`config.mk`:
```
export PLATFORM = sky130hd
export DESIGN_NAME = playfair_pair_encryptor_core
export DESIGN_NICKNAME = d
export VERILOG_FILES = /design/src/hdl/ppe_pkg.sv /design/src/hdl/ppe_front.sv /design/src/hdl/ppe_queue.sv /design/src/hdl/ppe_back.sv /design/src/hdl/playfair_pair_encryptor_core.sv
export VERILOG_INCLUDE_DIRS = /design/src /design/src/hdl
export SDC_FILE = /design/constraint.sdc
export NUM_CORES = 1
export LEC_CHECK = 0
export BUFFER_PORTS_ARGS = -buffer_cell sky130_fd_sc_hd__buf_2
export CAP_MARGIN = 15
export CORE_UTILIZATION = 46
export DETAILED_ROUTE_END_ITERATION = 10
export PLACE_DENSITY = 0.72
export SLEW_MARGIN = 10
export SYNTH_ARGS = -nofsm -noshare
export SYNTH_HDL_FRONTEND = slang
export SYNTH_SLANG_ARGS = --single-unit
```
`constraint.sdc`:
```
create_clock -name clock -period 8.3 [get_ports clock]
set_input_delay 0.83 -clock clock [delete_from_list [all_inputs] [get_ports clock]]
set_output_delay 0.83 -clock clock [all_outputs]
set_load 0.02 [all_outputs]
```
`src/hdl/playfair_pair_encryptor_core_assert.svh`:
```
// Assertion macros for the Playfair pair encryptor.
// Included by the top level; no other dependencies.
`ifndef PLAYFAIR_PAIR_ENCRYPTOR_CORE_ASSERT_SVH
`define PLAYFAIR_PAIR_ENCRYPTOR_CORE_ASSERT_SVH
`ifndef ASSERT_OFF
`define PPE_ASSERT_SAME(label, clk, rst, ante, cons) \
   label: assert property (@(posedge clk) disable iff (rst) (ante) |-> (cons)) \
      else $error("ppe assertion failed");
`define PPE_ASSERT_NEXT(label, clk, rst, ante, cons) \
   label: assert property (@(posedge clk) disable iff (rst) (ante) |=> (cons)) \
      else $error("ppe assertion failed");
`else
`define PPE_ASSERT_SAME(label, clk, rst, ante, cons)
`define PPE_ASSERT_NEXT(label, clk, rst, ante, cons)
`endif
`endif

```
`src/hdl/ppe_pkg.sv`:
```
// Shared types, constants and helper functions for the Playfair pair encryptor.
// No dependencies.
package ppe_pkg;

   localparam int LETTER_W     = 5;
   localparam int CELL_COUNT   = 25;
   localparam int SIDE         = 5;
   localparam int COORD_W      = 3;
   localparam int IDX_W        = 5;
   localparam int CSR_DATA_W   = 45;
   localparam int CSR_INDEX_W  = 2;
   localparam int FIRST_W      = 45;
   localparam int MIDDLE_W     = 40;
   localparam int FINAL_W      = 40;
   localparam int QUEUE_DEPTH  = 2;
   localparam int QUEUE_PTR_W  = $clog2(QUEUE_DEPTH);
   localparam int QUEUE_CNT_W  = $clog2(QUEUE_DEPTH + 1);

   localparam logic [LETTER_W-1:0] LETTER_X = 5'd23;
   localparam logic [LETTER_W-1:0] LETTER_J = 5'd9;
   localparam logic [LETTER_W-1:0] LETTER_I = 5'd8;

   localparam logic [FIRST_W-1:0]  FIRST_RESET  = 45'd1103318704266;
   localparam logic [MIDDLE_W-1:0] MIDDLE_RESET = 40'd459939223714;
   localparam logic [FINAL_W-1:0]  FINAL_RESET  = 40'd884415777295;

   typedef enum logic [CSR_INDEX_W-1:0] {
      CSR_CELLS_FIRST  = 2'd0,
      CSR_CELLS_MIDDLE = 2'd1,
      CSR_CELLS_FINAL  = 2'd2
   } csr_index_type;

   typedef logic [CELL_COUNT-1:0][LETTER_W-1:0] square_type;

   typedef struct packed {
      logic [LETTER_W-1:0] letter;
      logic                end_of_message;
   } req_type;

   typedef struct packed {
      logic [LETTER_W-1:0] first_cipher;
      logic [LETTER_W-1:0] second_cipher;
      logic                final_pair;
   } rsp_type;

   typedef struct packed {
      logic [COORD_W-1:0] row;
      logic [COORD_W-1:0] col;
   } pos_type;

   typedef struct packed {
      pos_type first_pos;
      pos_type second_pos;
      logic    final_pair;
   } pair_type;

   typedef struct packed {
      logic full;
      logic empty;
   } queue_status_type;

   typedef struct packed {
      logic held_valid;
   } front_status_type;

   // first match in row-major order, cell 0 when absent
   function automatic pos_type locate(input square_type sq, input logic [LETTER_W-1:0] ch);
      pos_type pos;
      pos = '0;
      for (int r = SIDE - 1; r >= 0; r--) begin
         for (int c = SIDE - 1; c >= 0; c--) begin
            if (sq[r * SIDE + c] == ch) begin
               pos.row = COORD_W'(r);
               pos.col = COORD_W'(c);
            end
         end
      end
      return pos;
   endfunction

   function automatic logic [COORD_W-1:0] next_coord(input logic [COORD_W-1:0] x);
      logic [COORD_W-1:0] y;
      y = (x == COORD_W'(SIDE - 1)) ? '0 : x + COORD_W'(1);
      return y;
   endfunction

   function automatic logic [IDX_W-1:0] cell_index(input pos_type p);
      logic [IDX_W-1:0] idx;
      idx = {p.row, 2'b00} + IDX_W'(p.row) + IDX_W'(p.col);
      return idx;
   endfunction

endpackage

```
`src/hdl/ppe_front.sv`:
```
// Front end: J-to-I mapping, pending first letter, pair forming and cell lookup.
// Depends on ppe_pkg.
module ppe_front (
   input  logic                      clock,
   input  logic                      reset,
   input  logic                      req_accept,
   input  ppe_pkg::req_type          req_data,
   input  ppe_pkg::square_type       square,
   output logic                      push,
   output ppe_pkg::pair_type         push_data,
   output ppe_pkg::front_status_type status
);

   logic                         held_valid_ff, held_valid_in;
   logic [ppe_pkg::LETTER_W-1:0] held_letter_ff, held_letter_in;
   logic [ppe_pkg::LETTER_W-1:0] ch, a, b, b_fix;
   logic                         emit;

   always_comb begin
      ch   = (req_data.letter == ppe_pkg::LETTER_J) ? ppe_pkg::LETTER_I : req_data.letter;
      emit = held_valid_ff || req_data.end_of_message;
      a    = held_valid_ff ? held_letter_ff : ch;
      b    = held_valid_ff ? ch : ppe_pkg::LETTER_X;
      b_fix = (a == b) ? ppe_pkg::LETTER_X : b;

      push                 = req_accept && emit;
      push_data.first_pos  = ppe_pkg::locate(square, a);
      push_data.second_pos = ppe_pkg::locate(square, b_fix);
      push_data.final_pair = req_data.end_of_message;

      held_valid_in  = held_valid_ff;
      held_letter_in = held_letter_ff;
      if (req_accept) begin
         held_valid_in = !emit;
         if (!emit) begin
            held_letter_in = ch;
         end
      end
   end

   always_ff @(posedge clock) begin
      if (reset) begin
         held_valid_ff <= 1'b0;
      end else begin
         held_valid_ff <= held_valid_in;
      end
      held_letter_ff <= held_letter_in;
   end

   assign status.held_valid = held_valid_ff;

endmodule

```
`src/hdl/ppe_queue.sv`:
```
// Short register queue carrying located pairs from front to back end.
// Depends on ppe_pkg.
module ppe_queue (
   input  logic                      clock,
   input  logic                      reset,
   input  logic                      push,
   input  ppe_pkg::pair_type         push_data,
   input  logic                      pop,
   output ppe_pkg::pair_type         pop_data,
   output ppe_pkg::queue_status_type status
);

   ppe_pkg::pair_type                entry_ff [ppe_pkg::QUEUE_DEPTH];
   logic [ppe_pkg::QUEUE_PTR_W-1:0]  wr_ptr_ff, wr_ptr_in;
   logic [ppe_pkg::QUEUE_PTR_W-1:0]  rd_ptr_ff, rd_ptr_in;
   logic [ppe_pkg::QUEUE_CNT_W-1:0]  count_ff, count_in;

   always_comb begin
      wr_ptr_in = wr_ptr_ff;
      rd_ptr_in = rd_ptr_ff;
      count_in  = count_ff;
      if (push) begin
         wr_ptr_in = (wr_ptr_ff == ppe_pkg::QUEUE_PTR_W'(ppe_pkg::QUEUE_DEPTH - 1)) ?
                     '0 : wr_ptr_ff + ppe_pkg::QUEUE_PTR_W'(1);
      end
      if (pop) begin
         rd_ptr_in = (rd_ptr_ff == ppe_pkg::QUEUE_PTR_W'(ppe_pkg::QUEUE_DEPTH - 1)) ?
                     '0 : rd_ptr_ff + ppe_pkg::QUEUE_PTR_W'(1);
      end
      if (push && !pop) begin
         count_in = count_ff + ppe_pkg::QUEUE_CNT_W'(1);
      end else if (pop && !push) begin
         count_in = count_ff - ppe_pkg::QUEUE_CNT_W'(1);
      end
   end

   always_ff @(posedge clock) begin
      if (reset) begin
         wr_ptr_ff <= '0;
         rd_ptr_ff <= '0;
         count_ff  <= '0;
      end else begin
         wr_ptr_ff <= wr_ptr_in;
         rd_ptr_ff <= rd_ptr_in;
         count_ff  <= count_in;
      end
      if (push) begin
         entry_ff[wr_ptr_ff] <= push_data;
      end
   end

   assign pop_data     = entry_ff[rd_ptr_ff];
   assign status.full  = (count_ff == ppe_pkg::QUEUE_CNT_W'(ppe_pkg::QUEUE_DEPTH));
   assign status.empty = (count_ff == '0);

endmodule

```
`src/hdl/ppe_back.sv`:
```
// Back end: row, column and rectangle rules, cell read-out and output register.
// Depends on ppe_pkg.
module ppe_back (
   input  logic                      clock,
   input  logic                      reset,
   input  ppe_pkg::square_type       square,
   input  ppe_pkg::pair_type         pair,
   input  ppe_pkg::queue_status_type q_status,
   output logic                      pop,
   output logic                      rsp_valid,
   input  logic                      rsp_stall,
   output ppe_pkg::rsp_type          rsp_data
);

   logic             rsp_valid_ff, rsp_valid_in;
   ppe_pkg::rsp_type rsp_data_ff, rsp_data_in;
   ppe_pkg::pos_type pa, pb, qa, qb;

   always_comb begin
      pa = pair.first_pos;
      pb = pair.second_pos;
      if (pa.row == pb.row) begin
         qa = '{row: pa.row, col: ppe_pkg::next_coord(pa.col)};
         qb = '{row: pb.row, col: ppe_pkg::next_coord(pb.col)};
      end else if (pa.col == pb.col) begin
         qa = '{row: ppe_pkg::next_coord(pa.row), col: pa.col};
         qb = '{row: ppe_pkg::next_coord(pb.row), col: pb.col};
      end else begin
         qa = '{row: pa.row, col: pb.col};
         qb = '{row: pb.row, col: pa.col};
      end

      pop = !q_status.empty && (!rsp_valid_ff || !rsp_stall);

      rsp_valid_in = rsp_valid_ff && rsp_stall;
      rsp_data_in  = rsp_data_ff;
      if (pop) begin
         rsp_valid_in              = 1'b1;
         rsp_data_in.first_cipher  = square[ppe_pkg::cell_index(qa)];
         rsp_data_in.second_cipher = square[ppe_pkg::cell_index(qb)];
         rsp_data_in.final_pair    = pair.final_pair;
      end
   end

   always_ff @(posedge clock) begin
      if (reset) begin
         rsp_valid_ff <= 1'b0;
      end else begin
         rsp_valid_ff <= rsp_valid_in;
      end
      rsp_data_ff <= rsp_data_in;
   end

   assign rsp_valid = rsp_valid_ff;
   assign rsp_data  = rsp_data_ff;

endmodule

```
`src/hdl/playfair_pair_encryptor_core.sv`:
```
// Playfair pair encryptor top level: square registers, front end, queue, back end.
// Depends on ppe_pkg, ppe_front, ppe_queue, ppe_back and the assertion header.
//
// Takes one letter per cycle while the queue is not full; every second letter
// (or an odd final letter padded with X) yields one cipher pair. The letter
// completing a pair goes through pair forming and square lookup into the
// two-entry queue, then through the cipher rule into the output register that
// drives rsp_valid. The square is held in three write-only registers
// that reset to the KEYWORD square; write them only while no request is in flight.
module playfair_pair_encryptor_core (
   input  logic                                clock,
   input  logic                                reset,
   input  logic                                req_valid,
   output logic                                req_stall,
   input  ppe_pkg::req_type                    req_data,
   output logic                                rsp_valid,
   input  logic                                rsp_stall,
   output ppe_pkg::rsp_type                    rsp_data,
   input  logic                                csr_we,
   input  logic [ppe_pkg::CSR_INDEX_W-1:0]     csr_index,
   input  logic [ppe_pkg::CSR_DATA_W-1:0]      csr_wdata
);

   logic [ppe_pkg::FIRST_W-1:0]  cells_first_ff, cells_first_in;
   logic [ppe_pkg::MIDDLE_W-1:0] cells_middle_ff, cells_middle_in;
   logic [ppe_pkg::FINAL_W-1:0]  cells_final_ff, cells_final_in;
   ppe_pkg::square_type          square;

   logic                         req_accept, push, pop;
   ppe_pkg::pair_type            push_data, pop_data;
   ppe_pkg::queue_status_type    q_status;
   ppe_pkg::front_status_type    f_status;

   always_comb begin
      cells_first_in  = cells_first_ff;
      cells_middle_in = cells_middle_ff;
      cells_final_in  = cells_final_ff;
      if (csr_we) begin
         case (ppe_pkg::csr_index_type'(csr_index))
            ppe_pkg::CSR_CELLS_FIRST: begin
               cells_first_in = csr_wdata;
            end
            ppe_pkg::CSR_CELLS_MIDDLE: begin
               cells_middle_in = csr_wdata[ppe_pkg::MIDDLE_W-1:0];
            end
            ppe_pkg::CSR_CELLS_FINAL: begin
               cells_final_in = csr_wdata[ppe_pkg::FINAL_W-1:0];
            end
            default: begin
            end
         endcase
      end
   end

   always_ff @(posedge clock) begin
      if (reset) begin
         cells_first_ff  <= ppe_pkg::FIRST_RESET;
         cells_middle_ff <= ppe_pkg::MIDDLE_RESET;
         cells_final_ff  <= ppe_pkg::FINAL_RESET;
      end else begin
         cells_first_ff  <= cells_first_in;
         cells_middle_ff <= cells_middle_in;
         cells_final_ff  <= cells_final_in;
      end
   end

   assign square     = {cells_final_ff, cells_middle_ff, cells_first_ff};
   assign req_stall  = q_status.full;
   assign req_accept = req_valid && !req_stall;

   ppe_front u_front (
      .clock      (clock),
      .reset      (reset),
      .req_accept (req_accept),
      .req_data   (req_data),
      .square     (square),
      .push       (push),
      .push_data  (push_data),
      .status     (f_status)
   );

   ppe_queue u_queue (
      .clock     (clock),
      .reset     (reset),
      .push      (push),
      .push_data (push_data),
      .pop       (pop),
      .pop_data  (pop_data),
      .status    (q_status)
   );

   ppe_back u_back (
      .clock     (clock),
      .reset     (reset),
      .square    (square),
      .pair      (pop_data),
      .q_status  (q_status),
      .pop       (pop),
      .rsp_valid (rsp_valid),
      .rsp_stall (rsp_stall),
      .rsp_data  (rsp_data)
   );

`include "playfair_pair_encryptor_core_assert.svh"

   // a final letter always completes a pair and leaves nothing pending
   `PPE_ASSERT_NEXT(a_final_clears_held, clock, reset, req_accept && req_data.end_of_message, !f_status.held_valid)
   `PPE_ASSERT_NEXT(a_final_queued, clock, reset, req_accept && req_data.end_of_message, !q_status.empty)
   `PPE_ASSERT_SAME(a_queue_sane, clock, reset, q_status.full, !q_status.empty)
   `PPE_ASSERT_NEXT(a_pop_loads_rsp, clock, reset, pop, rsp_valid)

endmodule
```
==> out/metrics.cfg <==
[run_status]
status=complete, no violations

[sta]
setup_viol=0
setup_tns_ns=0
report.final.slew_viol_count=0
max_slew_margin=0.2250
hold_viol=0
post-route-period-util=0.7049
worst_slack_ns=2.449
skew_ns=0.02090
tightest_slew_ns=1.159
post-route-min-period_ns=5.851
max_freq_ghz=0.1709
rsz0062_at_grt=false

[clock_tree]
htree_levels=4
cts_buffer_depth=2
clkTransAtPathRegs_ns=0.07
root_buffer=clkbuf_16
cts-buffers-inserted=17
clk_latency_ns=0.45
cts_tree=built
cts_hold_buf=0
clkSinkCount=174
post_cts_resize_count=0
post_cts_buffers=0

[cells_and_area]
fill_cells=2694
nets=1603
drive_above_1_share=0.1461
final_cells=1917
area.growth.synth_to_final_pct=8.020
multi_input_area_um2=8900
antenna_cells=0
final_cell_mix=295 x nand2_1, 157 x xnor2_1, 132 x dfxtp_1
final_common_cell=nand2_1
regArea_um2=3904

[setup_path]
worst-setup-path-type=register to register
cp.arrival_ns=6.13
start_kind=register
end_kind=register
crit_required_ns=8.58
crit_fanout=15

[synth]
mappedNetlistArea_um2=13460
synth_top_area_frac=0.1963
synth-edff-count=42
yosysUniqueCellTypes=83
seq_area_frac_synth=0.2900
synth_ff_type=dfxtp_1
synth_fp_nets=1628
synth.avg_cell_area_um2=8.703
async_flop_share=0
synth_area_leaders=dfxtp_1 20%, mux4_2 12%, xnor2_1 10%, edfxtp_1 9.4%, nand2_1 8.2%
ys_ff_latch=174
synth_cells=1547
ys.warnings.count=0
yosysTopAreaCell=dfxtp_1

[global_routing]
first_global_vias=11250
grt_max_degree=108
antenna_found_initial=0
track_usage=0.3156
overflow=0
grt_pass1_wl_um=70680

[placed_design]
post-place-ws_ns=2.485
post-dp-hpwl_um=35760
port_buffers=70
place_congestion=0.9517
dp.cells=1886

[detailed_routing]
drt_iter0_markers=1558
routed_wl_um=47630
vias=12310
firstDrtPassIters=5
final_antenna_net_count=0
wl_per_cell_um=24.85
drc_errors=0
vias_per_cell=6.421

[floorplan]
fp.dieW_um=173.1
fp-row-count=62
fp.dieH_um=173.1
design.core.area_um2=28780
dieArea_um2=29960
initial_core_util=0.4678
pin_count=71

[power]
peakVddDrop_uv=315.8
powerDensity_nw_per_um2=384.3
p_leak_uw=0.005348
p_total_uw=5589

[min_path]
hold_class=register to register

[flow_run]
cap_violations=0

## sequential cells by signal, indices dropped and copies added, names as in the netlist, named ones only
name,flops
u_queue.wr_ptr_ff,1
u_back.rsp_data,11
u_queue.rd_ptr_ff,1
u_queue.entry_ff,26
u_queue.count_ff,2
u_front.status,1
cells_final_ff,40
cells_first_ff,45
u_back.rsp_valid,1
u_front.held_letter_ff,5
cells_middle_ff,40
## per-stage QoR
step                      utilization  cell area, um^2  hold slack (ns)
final                          0.5053            14540           0.4988
after global routing           0.5053            14540           0.5420
after CTS                      0.5050            14540           0.5035
after detailed placement       0.4833            13910           0.4930
after global placement         0.4833            13910           0.4694
after floorplan                     -            13460           0.4691
## kinds of logic (layout without fill, tap and decap cells)
kind of cell / Yosys count / after routing / share of synthesized area
muxes: 99 / 99 / 0.1402
DFF: 174 / 174 / 0.2900
buffers and inverters: 170 / 156 / 0.05288
adders and majority gates: 23 / 23 / 0.02361
AOI/OAI and AO/OA: 271 / 271 / 0.1350
and+or+nand+nor: 582 / 582 / 0.2094
xor gates and xnor gates: 228 / 228 / 0.1489
## where the power goes
part | total, uW | switching, uW | leakage [uW] | internal, uW
sequential | 1150 | 121 | 0.00147 | 1030
combinational | 3550 | 1870 | 0.00357 | 1680
clock | 887 | 377 | 0.000307 | 509
total | 5590 | 2370 | 0.00535 | 3220
## cell usage after synthesis, types with 6 or more instances
library cell / count
buf_4: 7
a21oi_1: 117
dfxtp_1: 132
o21a_1: 9
mux2i_1: 20
nand2_1: 295
o21ai_0: 26
xor2_1: 70
clkbuf_1: 71
a21o_1: 7
a32oi_1: 8
nand3_1: 54
a211oi_1: 7
buf_1: 37
buf_2: 14
inv_1: 36
mux4_2: 70
o32a_1: 6
o31ai_1: 8
ha_1: 19
nand4_1: 7
nand2b_1: 25
nor3_1: 14
edfxtp_1: 42
xnor2_1: 157
nor2_1: 57
nand3b_1: 65
a31oi_1: 10
o32ai_1: 11
or3_1: 6
nor4_1: 23
## cell type report
cell class	instances	share of cell area
well taps	384	0.03304
flip-flops and latches	174	0.2684
multi-input cells	1203	0.6120
clock buffers	17	0.02925
repair buffers	89	0.03407
clock inverters	13	0.01368
inverters	37	0.009550
## final timing paths
path	from	cells after the start	to	slack [ns]
hold reg to reg	u_back.rsp_valid$_SDFF_PP0_	2	u_back.rsp_valid$_SDFF_PP0_	0.50
setup / recovery	register	12	u_back.rsp_data[9]$_DFFE_PP_	2.45
hold / removal	u_back.rsp_valid$_SDFF_PP0_	2	u_back.rsp_valid$_SDFF_PP0_	0.50
setup reg to reg	register	12	u_back.rsp_data[9]$_DFFE_PP_	2.45
## per-layer routing
| metal | up-vias | GRT usage | wire, um | part of all wire |
|---|---|---|---|---|
| met4 | 0 | 0.1313 | 2058 | 0.043 |
| li1 | 5437 | - | - | - |
| met1 | 5899 | 0.4434 | 19480 | 0.41 |
| met2 | 848 | 0.4688 | 20380 | 0.43 |
| met3 | 125 | 0.06750 | 5712 | 0.12 |
| met5 | - | 0 | 0 | 0 |
## critical path: stages (launching register included)
cell,delay (ns)
dfxtp_1,0.80
mux2_2,0.46
xnor2_1,0.14
o2111ai_1,0.39
and4_1,0.54
mux2_2,0.41
ha_1,0.30
ha_1,0.22
fa_1,0.44
xor2_1,0.92
nor4b_1,0.72
a21oi_1,0.18
a21oi_1,0.18
(Power assumes the default switching activity.)
